==> src/rtl/bbmp_pkg.sv <==
// Package: shared types and constants of the bracket markup parser.
`timescale 1ns / 1ps
`default_nettype none
package bbmp_pkg;

    typedef enum logic [2:0] {
        M_NORMAL     = 3'd0,
        M_PEND_OPEN  = 3'd1,
        M_PEND_CLOSE = 3'd2,
        M_NAME       = 3'd3,
        M_PARAMS     = 3'd4,
        M_CLOSING    = 3'd5,
        M_SWALLOW    = 3'd6
    } mode_t;

    localparam logic [2:0] K_TEXT  = 3'd0;
    localparam logic [2:0] K_NAME  = 3'd1;
    localparam logic [2:0] K_PARAM = 3'd2;
    localparam logic [2:0] K_OPEN  = 3'd3;
    localparam logic [2:0] K_CLOSE = 3'd4;
    localparam logic [2:0] K_DONE  = 3'd5;
    localparam logic [2:0] K_ERROR = 3'd6;

    localparam logic [3:0] E_STRAY      = 4'd0;
    localparam logic [3:0] E_EMPTY      = 4'd1;
    localparam logic [3:0] E_NAME_START = 4'd2;
    localparam logic [3:0] E_NAME_CHAR  = 4'd3;
    localparam logic [3:0] E_CLOSE_CHAR = 4'd4;
    localparam logic [3:0] E_UNEXPECTED = 4'd5;
    localparam logic [3:0] E_MISMATCH   = 4'd6;
    localparam logic [3:0] E_INCOMPLETE = 4'd7;
    localparam logic [3:0] E_UNCLOSED   = 4'd8;
    localparam logic [3:0] E_TOO_LONG   = 4'd9;
    localparam logic [3:0] E_TOO_DEEP   = 4'd10;

    localparam logic [7:0] CH_OPEN  = 8'h5B;
    localparam logic [7:0] CH_CLOSE = 8'h5D;
    localparam logic [7:0] CH_SLASH = 8'h2F;
    localparam logic [7:0] CH_UNDER = 8'h5F;
    localparam logic [7:0] CH_SPACE = 8'h20;

    typedef struct packed {
        logic [7:0] char_byte;
        logic       end_of_text;
    } req_t;

    typedef struct packed {
        logic [2:0]  event_kind;
        logic [7:0]  event_byte;
        logic        starts_param;
        logic [3:0]  nest_level;
        logic [3:0]  error_code;
        logic [15:0] error_position;
        logic        last_of_run;
    } evt_t;

    typedef struct packed {
        logic v0;
        logic v1;
    } push_t;

endpackage
`default_nettype wire

==> src/rtl/bbmp_ram.sv <==
// Generic single-port-write, single-read RAM with registered read data.
`timescale 1ns / 1ps
`default_nettype none
module bbmp_ram #(
    parameter int WIDTH = 8,
    parameter int DEPTH = 128
) (
    input  wire logic                     clk,
    input  wire logic                     we,
    input  wire logic [$clog2(DEPTH)-1:0] waddr,
    input  wire logic [WIDTH-1:0]         wdata,
    input  wire logic [$clog2(DEPTH)-1:0] raddr,
    output logic      [WIDTH-1:0]         rdata
);
    logic [WIDTH-1:0] mem [DEPTH];

    always_ff @(posedge clk)
    begin
        if (we)
        begin
            mem[waddr] <= wdata;
        end
        rdata <= mem[raddr];
    end
endmodule
`default_nettype wire

==> src/rtl/bbmp_result_fifo.sv <==
// Four-entry result queue that takes up to two results per cycle.
`timescale 1ns / 1ps
`default_nettype none
module bbmp_result_fifo
    import bbmp_pkg::*;
(
    input  wire logic  clk,
    input  wire logic  rst_n,
    input  wire push_t push,
    input  wire evt_t  d0,
    input  wire evt_t  d1,
    output logic       full2,
    output logic       evt_valid,
    input  wire logic  evt_stall,
    output evt_t       evt_data
);
    evt_t       q_reg [4];
    logic [1:0] wp_reg, rp_reg;
    logic [2:0] cnt_reg;
    logic       pop;
    logic [2:0] n_push;

    assign pop       = evt_valid && !evt_stall;
    assign evt_valid = (cnt_reg != 3'd0);
    assign evt_data  = q_reg[rp_reg];
    assign full2     = (cnt_reg > 3'd2);
    assign n_push    = {2'b00, push.v0} + {2'b00, push.v1};

    always_ff @(posedge clk)
    begin
        if (push.v0)
        begin
            q_reg[wp_reg] <= d0;
        end
        if (push.v1)
        begin
            q_reg[wp_reg + 2'd1] <= d1;
        end
    end

    always_ff @(posedge clk or negedge rst_n)
    begin
        if (!rst_n)
        begin
            wp_reg  <= '0;
            rp_reg  <= '0;
            cnt_reg <= '0;
        end
        else
        begin
            wp_reg  <= wp_reg + n_push[1:0];
            rp_reg  <= rp_reg + {1'b0, pop};
            cnt_reg <= cnt_reg + n_push - {2'b00, pop};
        end
    end
endmodule
`default_nettype wire

==> src/rtl/bbcode_markup_parser_unit.sv <==
// Top level: streaming bracket markup parser with a RAM name stack.
//
//  channel | dir | handshake             | payload
//  req     | in  | req_valid / req_stall | req_data (char_byte, end_of_text)
//  evt     | out | evt_valid / evt_stall | evt_data (event fields)
//
// One byte per cycle while req_stall is low; each byte yields zero to two events that go
// into a four-entry queue. req_stall rises while fewer than two slots are free.
// The name stack RAM is read ahead, with the address taken from the next parser
// state, so its registered read data is ready for the closing-name compare.
// rst_n clears the parser state and the queue; the RAM needs no clearing.
// The last byte of a text restarts the parser at position zero.
`timescale 1ns / 1ps
`default_nettype none
module bbcode_markup_parser_unit
    import bbmp_pkg::*;
#(
    parameter int STACK_DEPTH = 8,
    parameter int NAME_LEN    = 16
) (
    input  wire logic clk,
    input  wire logic rst_n,
    input  wire logic req_valid,
    output logic      req_stall,
    input  wire req_t req_data,
    output logic      evt_valid,
    input  wire logic evt_stall,
    output evt_t      evt_data
);
    localparam int DEPTH = STACK_DEPTH * NAME_LEN;
    localparam int AW    = (DEPTH > 1) ? $clog2(DEPTH) : 1;
    localparam int LW    = $clog2(STACK_DEPTH + 1);
    localparam int LIW   = (STACK_DEPTH > 1) ? $clog2(STACK_DEPTH) : 1;
    localparam int NW    = $clog2(NAME_LEN + 1);

    // Parser state
    mode_t          mode_reg, mode_next;
    logic [LW-1:0]  open_reg, open_next;
    logic [NW-1:0]  idx_reg, idx_next;
    logic           mis_reg, mis_next;
    logic           gap_reg, gap_next;
    logic [15:0]    pos_reg, pos_next;
    logic [15:0]    pend_reg, pend_next;
    logic [NW-1:0]  len_reg [STACK_DEPTH];

    logic           len_we, len_clr;
    logic [LIW-1:0] len_wi;

    logic           acc, full2;
    logic [7:0]     c;
    logic           last;
    push_t          push;
    evt_t           e0, e1;

    logic           wr_en;
    logic [AW-1:0]  wr_addr, rd_addr;
    logic [7:0]     rd_data;
    logic [LW-1:0]  rd_top;
    logic [NW-1:0]  rd_idx;
    logic [LIW-1:0] top;

    assign req_stall = full2;
    assign acc       = req_valid && !req_stall;
    assign c         = req_data.char_byte;
    assign last      = req_data.end_of_text;
    assign top       = (open_reg == '0) ? '0 : LIW'(open_reg - LW'(1));

    function automatic logic is_alpha(input logic [7:0] b);
        return (b >= 8'h41 && b <= 8'h5A) || (b >= 8'h61 && b <= 8'h7A);
    endfunction

    function automatic logic is_namech(input logic [7:0] b);
        return is_alpha(b) || (b >= 8'h30 && b <= 8'h39) || b == CH_UNDER;
    endfunction

    function automatic logic is_space(input logic [7:0] b);
        return b == CH_SPACE || (b >= 8'd9 && b <= 8'd13);
    endfunction

    function automatic evt_t mk(input logic [2:0] k, input logic [7:0] b, input logic sp,
                                input logic [LW-1:0] n, input logic [3:0] er,
                                input logic [15:0] p);
        evt_t r;
        r.event_kind     = k;
        r.event_byte     = b;
        r.starts_param   = sp;
        r.nest_level     = 4'(n);
        r.error_code     = er;
        r.error_position = p;
        r.last_of_run    = 1'b0;
        return r;
    endfunction

    always_comb
    begin
        logic v0, v1;
        logic [LW-1:0] open_s;
        mode_next = mode_reg;
        open_next = open_reg;
        idx_next  = idx_reg;
        mis_next  = mis_reg;
        gap_next  = gap_reg;
        pos_next  = pos_reg;
        pend_next = pend_reg;
        len_we    = 1'b0;
        len_clr   = 1'b0;
        len_wi    = open_reg[LIW-1:0];
        wr_en     = 1'b0;
        wr_addr   = AW'(open_reg) * AW'(NAME_LEN) + AW'(idx_reg);
        v0        = 1'b0;
        v1        = 1'b0;
        e0        = mk(K_TEXT, 8'd0, 1'b0, open_reg, E_STRAY, 16'd0);
        e1        = e0;
        open_s    = open_reg;
        if (acc)
        begin
            unique case (mode_reg)
                M_NORMAL:
                begin
                    if (c == CH_OPEN)
                    begin
                        mode_next = M_PEND_OPEN;
                    end
                    else if (c == CH_CLOSE)
                    begin
                        mode_next = M_PEND_CLOSE;
                        pend_next = pos_reg;
                    end
                    else
                    begin
                        v0 = 1'b1;
                        e0 = mk(K_TEXT, c, 1'b0, open_s, 4'd0, 16'd0);
                    end
                end
                M_PEND_OPEN:
                begin
                    priority if (c == CH_OPEN)
                    begin
                        v0 = 1'b1;
                        e0 = mk(K_TEXT, c, 1'b0, open_s, 4'd0, 16'd0);
                        mode_next = M_NORMAL;
                    end
                    else if (c == CH_SLASH)
                    begin
                        mode_next = M_CLOSING;
                        idx_next  = '0;
                        mis_next  = 1'b0;
                    end
                    else if (c == CH_CLOSE)
                    begin
                        v0 = 1'b1;
                        e0 = mk(K_ERROR, 8'd0, 1'b0, open_s, E_EMPTY, pos_reg);
                        mode_next = M_SWALLOW;
                    end
                    else if (is_alpha(c) || c == CH_UNDER)
                    begin
                        if (open_reg >= LW'(STACK_DEPTH))
                        begin
                            v0 = 1'b1;
                            e0 = mk(K_ERROR, 8'd0, 1'b0, open_s, E_TOO_DEEP, pos_reg);
                            mode_next = M_SWALLOW;
                        end
                        else
                        begin
                            wr_en     = 1'b1;
                            wr_addr   = AW'(open_reg) * AW'(NAME_LEN);
                            idx_next  = NW'(1);
                            mode_next = M_NAME;
                            v0 = 1'b1;
                            e0 = mk(K_NAME, c, 1'b0, open_s, 4'd0, 16'd0);
                        end
                    end
                    else
                    begin
                        v0 = 1'b1;
                        e0 = mk(K_ERROR, 8'd0, 1'b0, open_s, E_NAME_START, pos_reg);
                        mode_next = M_SWALLOW;
                    end
                end
                M_PEND_CLOSE:
                begin
                    v0 = 1'b1;
                    if (c == CH_CLOSE)
                    begin
                        e0 = mk(K_TEXT, c, 1'b0, open_s, 4'd0, 16'd0);
                        mode_next = M_NORMAL;
                    end
                    else
                    begin
                        e0 = mk(K_ERROR, 8'd0, 1'b0, open_s, E_STRAY, pend_reg);
                        mode_next = M_SWALLOW;
                    end
                end
                M_NAME, M_PARAMS:
                begin
                    priority if (c == CH_CLOSE)
                    begin
                        if (open_reg < LW'(STACK_DEPTH))
                        begin
                            len_we = 1'b1;
                            open_s = open_reg + LW'(1);
                        end
                        v0 = 1'b1;
                        e0 = mk(K_OPEN, 8'd0, 1'b0, open_s, 4'd0, 16'd0);
                        mode_next = M_NORMAL;
                    end
                    else if (mode_reg == M_PARAMS)
                    begin
                        if (is_space(c))
                        begin
                            gap_next = 1'b1;
                        end
                        else
                        begin
                            v0 = 1'b1;
                            e0 = mk(K_PARAM, c, gap_reg, open_s, 4'd0, 16'd0);
                            gap_next = 1'b0;
                        end
                    end
                    else if (c == CH_SPACE)
                    begin
                        mode_next = M_PARAMS;
                        gap_next  = 1'b1;
                    end
                    else if (is_namech(c))
                    begin
                        v0 = 1'b1;
                        if (idx_reg >= NW'(NAME_LEN) || open_reg >= LW'(STACK_DEPTH))
                        begin
                            e0 = mk(K_ERROR, 8'd0, 1'b0, open_s, E_TOO_LONG, pos_reg);
                            mode_next = M_SWALLOW;
                        end
                        else
                        begin
                            wr_en    = 1'b1;
                            idx_next = idx_reg + NW'(1);
                            e0 = mk(K_NAME, c, 1'b0, open_s, 4'd0, 16'd0);
                        end
                    end
                    else
                    begin
                        v0 = 1'b1;
                        e0 = mk(K_ERROR, 8'd0, 1'b0, open_s, E_NAME_CHAR, pos_reg);
                        mode_next = M_SWALLOW;
                    end
                end
                M_CLOSING:
                begin
                    priority if (c == CH_CLOSE)
                    begin
                        v0 = 1'b1;
                        if (open_reg == '0)
                        begin
                            e0 = mk(K_ERROR, 8'd0, 1'b0, open_s, E_UNEXPECTED, pos_reg);
                            mode_next = M_SWALLOW;
                        end
                        else if (mis_reg || idx_reg != len_reg[top])
                        begin
                            e0 = mk(K_ERROR, 8'd0, 1'b0, open_s, E_MISMATCH, pos_reg);
                            mode_next = M_SWALLOW;
                        end
                        else
                        begin
                            open_s = open_reg - LW'(1);
                            e0 = mk(K_CLOSE, 8'd0, 1'b0, open_s, 4'd0, 16'd0);
                            mode_next = M_NORMAL;
                        end
                    end
                    else if (is_namech(c))
                    begin
                        if (open_reg == '0 || idx_reg >= len_reg[top]
                            || idx_reg >= NW'(NAME_LEN) || rd_data != c)
                        begin
                            mis_next = 1'b1;
                        end
                        if (idx_reg < NW'(NAME_LEN))
                        begin
                            idx_next = idx_reg + NW'(1);
                        end
                    end
                    else
                    begin
                        v0 = 1'b1;
                        e0 = mk(K_ERROR, 8'd0, 1'b0, open_s, E_CLOSE_CHAR, pos_reg);
                        mode_next = M_SWALLOW;
                    end
                end
                default:
                begin
                    mode_next = M_SWALLOW;
                end
            endcase
            open_next = open_s;

            if (last)
            begin
                if (mode_next != M_SWALLOW)
                begin
                    v1 = 1'b1;
                    priority if (mode_next == M_PEND_CLOSE)
                        e1 = mk(K_ERROR, 8'd0, 1'b0, open_s, E_STRAY, pend_next);
                    else if (mode_next != M_NORMAL)
                        e1 = mk(K_ERROR, 8'd0, 1'b0, open_s, E_INCOMPLETE, pos_reg);
                    else if (open_s != '0)
                        e1 = mk(K_ERROR, 8'd0, 1'b0, open_s, E_UNCLOSED, pos_reg);
                    else
                        e1 = mk(K_DONE, 8'd0, 1'b0, open_s, 4'd0, 16'd0);
                end
                mode_next = M_NORMAL;
                open_next = '0;
                idx_next  = '0;
                mis_next  = 1'b0;
                gap_next  = 1'b1;
                pos_next  = '0;
                pend_next = '0;
                len_clr   = 1'b1;
            end
            else if (pos_reg != 16'hFFFF)
            begin
                pos_next = pos_reg + 16'd1;
            end

            // Pack the events so the first slot always fills first.
            if (v1 && !v0)
            begin
                e0 = e1;
                v0 = 1'b1;
                v1 = 1'b0;
            end
            if (v1)
                e1.last_of_run = 1'b1;
            else
                e0.last_of_run = 1'b1;
        end
        push.v0 = v0;
        push.v1 = v1;
    end

    // Read ahead: address from the next state, data lines up with the next byte.
    assign rd_top  = (open_next == '0) ? '0 : open_next - LW'(1);
    assign rd_idx  = (idx_next >= NW'(NAME_LEN)) ? '0 : idx_next;
    assign rd_addr = AW'(rd_top) * AW'(NAME_LEN) + AW'(rd_idx);

    always_ff @(posedge clk or negedge rst_n)
    begin
        if (!rst_n)
        begin
            mode_reg <= M_NORMAL;
            open_reg <= '0;
            idx_reg  <= '0;
            mis_reg  <= 1'b0;
            gap_reg  <= 1'b1;
            pos_reg  <= '0;
            pend_reg <= '0;
            for (int i = 0; i < STACK_DEPTH; i++)
                len_reg[i] <= '0;
        end
        else
        begin
            mode_reg <= mode_next;
            open_reg <= open_next;
            idx_reg  <= idx_next;
            mis_reg  <= mis_next;
            gap_reg  <= gap_next;
            pos_reg  <= pos_next;
            pend_reg <= pend_next;
            if (len_clr)
            begin
                for (int i = 0; i < STACK_DEPTH; i++)
                    len_reg[i] <= '0;
            end
            else if (len_we)
            begin
                len_reg[len_wi] <= idx_reg;
            end
        end
    end

    bbmp_ram #(
        .WIDTH (8),
        .DEPTH (DEPTH)
    ) u_names (
        .clk   (clk),
        .we    (wr_en),
        .waddr (wr_addr),
        .wdata (c),
        .raddr (rd_addr),
        .rdata (rd_data)
    );

    bbmp_result_fifo u_fifo (
        .clk       (clk),
        .rst_n     (rst_n),
        .push      (push),
        .d0        (e0),
        .d1        (e1),
        .full2     (full2),
        .evt_valid (evt_valid),
        .evt_stall (evt_stall),
        .evt_data  (evt_data)
    );

`ifndef SYNTHESIS
    a_depth: assert property (@(posedge clk) disable iff (!rst_n)
        open_reg <= LW'(STACK_DEPTH))
        else $error("open tag count past stack depth");

    a_restart: assert property (@(posedge clk) disable iff (!rst_n)
        acc && last |=> mode_reg == M_NORMAL && pos_reg == 16'd0 && open_reg == '0)
        else $error("parser did not restart after last byte");

    a_final_last: assert property (@(posedge clk) disable iff (!rst_n)
        evt_valid && (evt_data.event_kind == K_DONE || evt_data.event_kind == K_ERROR)
        |-> evt_data.last_of_run)
        else $error("done or error event not last of its run");
`endif
endmodule
`default_nettype wire

==> config.mk <==
export PLATFORM = sky130hd
export DESIGN_NAME = bbcode_markup_parser_unit
export DESIGN_NICKNAME = d
export VERILOG_FILES = /design/src/rtl/bbmp_pkg.sv /design/src/rtl/bbmp_ram.sv /design/src/rtl/bbmp_result_fifo.sv /design/src/rtl/bbcode_markup_parser_unit.sv
export SDC_FILE = /design/constraint.sdc
export NUM_CORES = 2
export LEC_CHECK = 0
export ABC_CLOCK_PERIOD_IN_PS = 8000
export BUFFER_PORTS_ARGS = -buffer_cell sky130_fd_sc_hd__buf_4
export CORE_AREA = 8 8 324 326
export DETAILED_ROUTE_END_ITERATION = 16
export DIE_AREA = 0 0 332 334
export GPL_ROUTABILITY_DRIVEN = 0
export GPL_TIMING_DRIVEN = 0
export PLACE_DENSITY = 0.81
export SLEW_MARGIN = 20
export SYNTH_ARGS = -nofsm -noshare
export SYNTH_HDL_FRONTEND = slang
export SYNTH_SLANG_ARGS = --single-unit
==> constraint.sdc <==
create_clock -name clk -period 8 [get_ports clk]
set_input_delay 0.4 -clock clk [delete_from_list [all_inputs] [get_ports clk]]
set_output_delay 0.4 -clock clk [all_outputs]
set_load 0.1 [all_outputs]
==> results.sh, run 1 <==
export IMPL_initial_core_util_pct=54.6
export IMPL_haltStage="detailed routing (5_2_route)"
export IMPL_firstError="Error: clknet_leaf_92_clk 9 pin not visited #guides = 71"
export IMPL_grt_pass1_vias=40500
export IMPL_die_x_um=332
export IMPL_ys_async_sr_fraction_pct=7.31
export IMPL_boundaryPins=52
export IMPL_grt_pass1_wl_um=299000
export IMPL_synth_top_cell_area_share_pct=62.8
export IMPL_portBuffers=50
export IMPL_synth_edf_count=1136
export IMPL_clockRootBuffer="clkbuf_16"
export IMPL_htree_levels=3
export IMPL_crit_endpoint="u_fifo.q_reg[2][0]$_DFFE_PP_/DE"
export IMPL_synth_cell_types=100
export IMPL_num_rows=116
export IMPL_hpwl_um=135000
export IMPL_synth_seq_area_share_pct=68.7
export IMPL_yosysWarnings=0
export IMPL_synth_cells=4138
export IMPL_syn_avg_cell_area_um2=13.1
export IMPL_synth_most_common_cell="edfxtp_1"
export IMPL_cts_inserted_buffers=119
export IMPL_overflow=0
export IMPL_die_h_um=334
export IMPL_synth_ff_type="edfxtp_1"
export IMPL_synth_common_cells="edfxtp_1 (1136), nand2_1 (554), nor2_1 (361), nand3_1 (205), o21ai_0 (202)"
export IMPL_clkSinkCount=1273
export IMPL_synth_seq_cells=1273
export IMPL_clk_path_buf_depth=3
export IMPL_worst_ep_kind="register input"
export IMPL_grt_usage_pct=37.7
export IMPL_status="aborted with a tool error"
export IMPL_synth_area_leaders="edfxtp_1 (63%), dfrtp_1 (4.2%), nand2_1 (3.8%), nor2_1 (2.5%), mux2i_1 (2.2%)"
export IMPL_grt_max_degree=137
export IMPL_syn_area_mm2=0.0543
export IMPL_synth_nets=4174
export IMPL_antenna_found_initial=28
export IMPL_synth_top_cell_by_area="edfxtp_1"
## through the flow
step / hold slack [ns] / TNS, ns / cells / worst slack [ns] / area [µm²]
3_5_place_dp: 0.460 / -75.57 / 5489 / -2.49 / 56500
3_3_place_gp: 0.449 / -87.12 / 5486 / -3.16 / 56300
5_1_grt: 0.187 / -0.0424 / 5733 / -0.0171 / 60800
2_1_floorplan: 0.104 / 0 / 4138 / 1.50 / 54300
4_1_cts: 0.155 / 0 / 5712 / 0.0713 / 60500
## what timing repair did
| item | CTS | global route |
|---|---|---|
| endpoints found under the setup margin | 132 | 92 |
| resized for setup | 23 | 41 |
| hold endpoints to repair | 92 | 0 |
| cloned | 0 | 1 |
| setup buffers | 1 | 2 |
| hold buffers | 1 | 0 |
| pin swaps | 0 | 3 |
## kinds of logic after synthesis
| kind of cell | after synthesis | share of synthesized area [%] |
|---|---|---|
| AND/OR/NAND/NOR | 1453 | 12.0 |
| flip-flops | 1273 | 68.7 |
| AO/OA/AOI/OAI | 827 | 10.7 |
| buffers and inverters | 327 | 2.53 |
| multiplexers | 209 | 5.07 |
| XOR/XNOR | 25 | 0.403 |
| adder cells (fa/ha/maj) | 23 | 0.543 |
| other | 1 | 0.00690 |
## per-layer routing
metal and GRT usage [%]:
met1 42.0, met2 50.2, met3 25.8, met4 25.3, met5 13.0
==> run 2: changes to the inputs <==
Settings changed: CORE_AREA 8 8 324 326 to 8 8 378 380, DIE_AREA 0 0 332 334 to 0 0 386 388, PLACE_DENSITY 0.81 to unset, PLACE_DENSITY_LB_ADDON set to 0.15.
==> run 2 against run 1 <==
Net effect:
- the run now ends clean
- global-route usage is 6.1 points lower
- area after synthesis stayed put
- synthesized cell count stayed put
==> results.sh, run 2 <==
export IMPL_status="finished, final reports clean"
export IMPL_peakVddDrop_v=0.000280
export IMPL_syn_area_mm2=0.0543
export IMPL_die_x_um=386
export IMPL_areaGrowthSynthToFinish_pct=14.5
export IMPL_portBuffers=50
export IMPL_setup_ws_ns=0.0180
export IMPL_post_place_cells=6001
export IMPL_holdWs_ns=0.0119
export IMPL_path_depth=29
export IMPL_layout_drive_gt1_share_pct=14.0
export IMPL_clkSinkCount=1273
export IMPL_fin_crit_sh_pct=99.8
export IMPL_drtAntennaViolNets=0
export IMPL_reg2reg_to="u_names.rdata[0]"
export IMPL_hold_class="input pin to register"
export IMPL_yosys_area_share_simple_pct=12.0
export IMPL_hpwl_um=162000
export IMPL_synth_most_common_cell="edfxtp_1"
export IMPL_vias=41800
export IMPL_grt_pass1_vias=38600
export IMPL_synth_top_family_by_area="simple AND/OR/NAND/NOR gates"
export IMPL_cp_end_kind="register"
export IMPL_p_sw_share_pct=36.0
export IMPL_clockRootBuffer="clkbuf_16"
export IMPL_ys_async_sr_fraction_pct=7.31
export IMPL_layout_common_cells="edfxtp_1 (1136), nand2_1 (548), nor2_1 (324)"
export IMPL_worst_r2r_cell_count=29
export IMPL_dpl_cell_area_mm2=0.0575
export IMPL_grt_pass1_wl_um=327000
export IMPL_core_region_area_mm2=0.137
export IMPL_overflow=0
export IMPL_yosysWarnings=0
export IMPL_drtPass1Iterations=10
export IMPL_drt_iter0_drc=7381
export IMPL_path_delay_family="simple AND/OR/NAND/NOR gates"
export IMPL_boundaryPins=52
export IMPL_utilization_pct=45.5
export IMPL_cts_tree="done"
export IMPL_synth_area_leaders="edfxtp_1 (63%), dfrtp_1 (4.2%), nand2_1 (3.8%), nor2_1 (2.5%), mux2i_1 (2.2%)"
export IMPL_fin_skew_ns=0.0529
export IMPL_p_leak_nw=20.7
export IMPL_slew_violations=0
export IMPL_synth_top_cell_area_share_pct=62.8
export IMPL_cp_max_fo=10
export IMPL_initial_core_util_pct=39.8
export IMPL_cts_inserted_buffers=140
export IMPL_path_buf_inv=7
export IMPL_crit_required_ns=8.67
export IMPL_post_layout_nonfiller_instances=6269
export IMPL_clkLatencyLatePin_ns=0.81
export IMPL_regToRegSetupSlack_ns=0.02
export IMPL_grt_usage_pct=31.6
export IMPL_tightest_slew_ns=1.48
export IMPL_htree_levels=4
export IMPL_synth_xor_area_share_pct=0.403
export IMPL_synth_edf_count=1136
export IMPL_synth_ff_type="edfxtp_1"
export IMPL_internal_power_w=0.0121
export IMPL_synth_cell_types=100
export IMPL_synth_mux_area_share_pct=5.07
export IMPL_largest_reg_flops=1024
export IMPL_layout_commonest_cell="edfxtp_1"
export IMPL_relSlewSlack_pct=1.45
export IMPL_antenna_found_initial=24
export IMPL_synth_compound_gate_area_share_pct=10.7
export IMPL_min_period_ns=7.98
export IMPL_rsz0062_at_grt="no"
export IMPL_fmax_ghz=0.125
export IMPL_sequentialPowerShare_pct=40.5
export IMPL_num_rows=136
export IMPL_drc=0
export IMPL_grt_max_degree=131
export IMPL_drt_total_wl_um=245000
export IMPL_cp_arrival_ns=8.65
export IMPL_crit_slowest_cell="a311oi_2"
export IMPL_cp_startpoint="open_reg[1]"
export IMPL_synth_common_cells="edfxtp_1 (1136), nand2_1 (554), nor2_1 (361), nand3_1 (205), o21ai_0 (202)"
export IMPL_clk_path_buf_depth=3
export IMPL_synth_cells=4138
export IMPL_synthAdderAreaFrac_pct=0.543
export IMPL_drv_cap=0
export IMPL_synth_top_cell_by_area="edfxtp_1"
export IMPL_finalHoldViolCount=0
export IMPL_die_area_mm2=0.150
export IMPL_power_frac_comb_pct=25.8
export IMPL_rr_startpoint="open_reg[1]"
export IMPL_vias_per_cell=6.67
export IMPL_crit_end="u_names.rdata[0]"
export IMPL_place_ws_ns=-3.33
export IMPL_wl_per_cell_um=39.1
export IMPL_worstSetupPathType="register to register"
export IMPL_p_sw_w=0.00679
export IMPL_syn_avg_cell_area_um2=13.1
export IMPL_start_kind="register"
export IMPL_num_nets_final=4389
export IMPL_synth_seq_area_share_pct=68.7
export IMPL_die_h_um=388
export IMPL_design_area_mm2=0.0622
export IMPL_power_frac_clock_pct=33.7
export IMPL_powerDensity_mw_per_mm2=303
export IMPL_clkSlewWorstSetupHoldPaths_ns=0.06
export IMPL_slowest_delay_ns=0.62
export IMPL_synth_nets=4174
export IMPL_synth_seq_cells=1273
export IMPL_setup_viol=0
==> run 2: cell counts after synthesis <==
Identical to the previous run, type by type.
==> run 2: metrics by stage <==
step / power, W / setup TNS, ns
after floorplan: 0.0105 / 0
after global placement: 0.0124 / -235.55
after detailed placement: 0.0124 / -178.54
after CTS: 0.0186 / 0
after global routing: 0.0192 / 0
final: 0.0189 / 0
==> run 2: routing by layer <==
layer	routed length, µm	vias to the layer above	global-route usage [%]
met1	87000	20900	39.2
met4	19800	10	20.1
li1	-	16400	-
met3	34000	892	11.5
met2	104000	3579	46.5
met5	115	-	1.04
==> run 2: cell type report <==
class                      count  area [µm²]
multi-input combinational   2538       16000
buffer                       295        1330
clock buffer                 173        3720
tap                         1794        2240
sequential                  1273       37300
timing repair buffer          77         808
clock inverter                82         663
inverter                      28         119
antenna                        9        22.5
fill                       12400       74400
==> run 2: how the worst min path moves through the flow <==
stage                                endpoint                start  depth (start not counted)
final                     u_names.mem[104][5]          req_data[6]                          1
after global routing      u_names.mem[104][5]          req_data[6]                          1
after CTS                 u_names.mem[104][5]          req_data[6]                          1
after detailed placement  u_fifo.q_reg[3][32]  u_fifo.q_reg[3][32]                          2
after global placement    u_fifo.q_reg[3][26]  u_fifo.q_reg[3][26]                          2
after floorplan                    idx_reg[0]                rst_n                          0
==> run 2: power groups by stage <==
stage	logic [W]	clock network [W]	registers, W
after floorplan	0.00279	0	0.00774
after global placement	0.00458	0	0.00778
after detailed placement	0.00463	0	0.00778
after CTS	0.00466	0.00634	0.00765
after global routing	0.00491	0.00658	0.00767
final	0.00488	0.00636	0.00764
==> run 2: cells by family after synthesis <==
group,Yosys count
compound gates,827
xor+xnor,25
fa+ha+maj,23
buf+inv,327
flops,1273
mux,209
other cells,1
simple gates,1453
==> run 2: what timing repair did <==
item,in CTS,in global routing
pin swaps,1,5
setup endpoints to repair,233,99
hold buffers,1,0
setup buffers,1,5
resized for setup,37,33
hold endpoints to repair,92,0
Note: power is estimated with default switching activity, not from simulation.
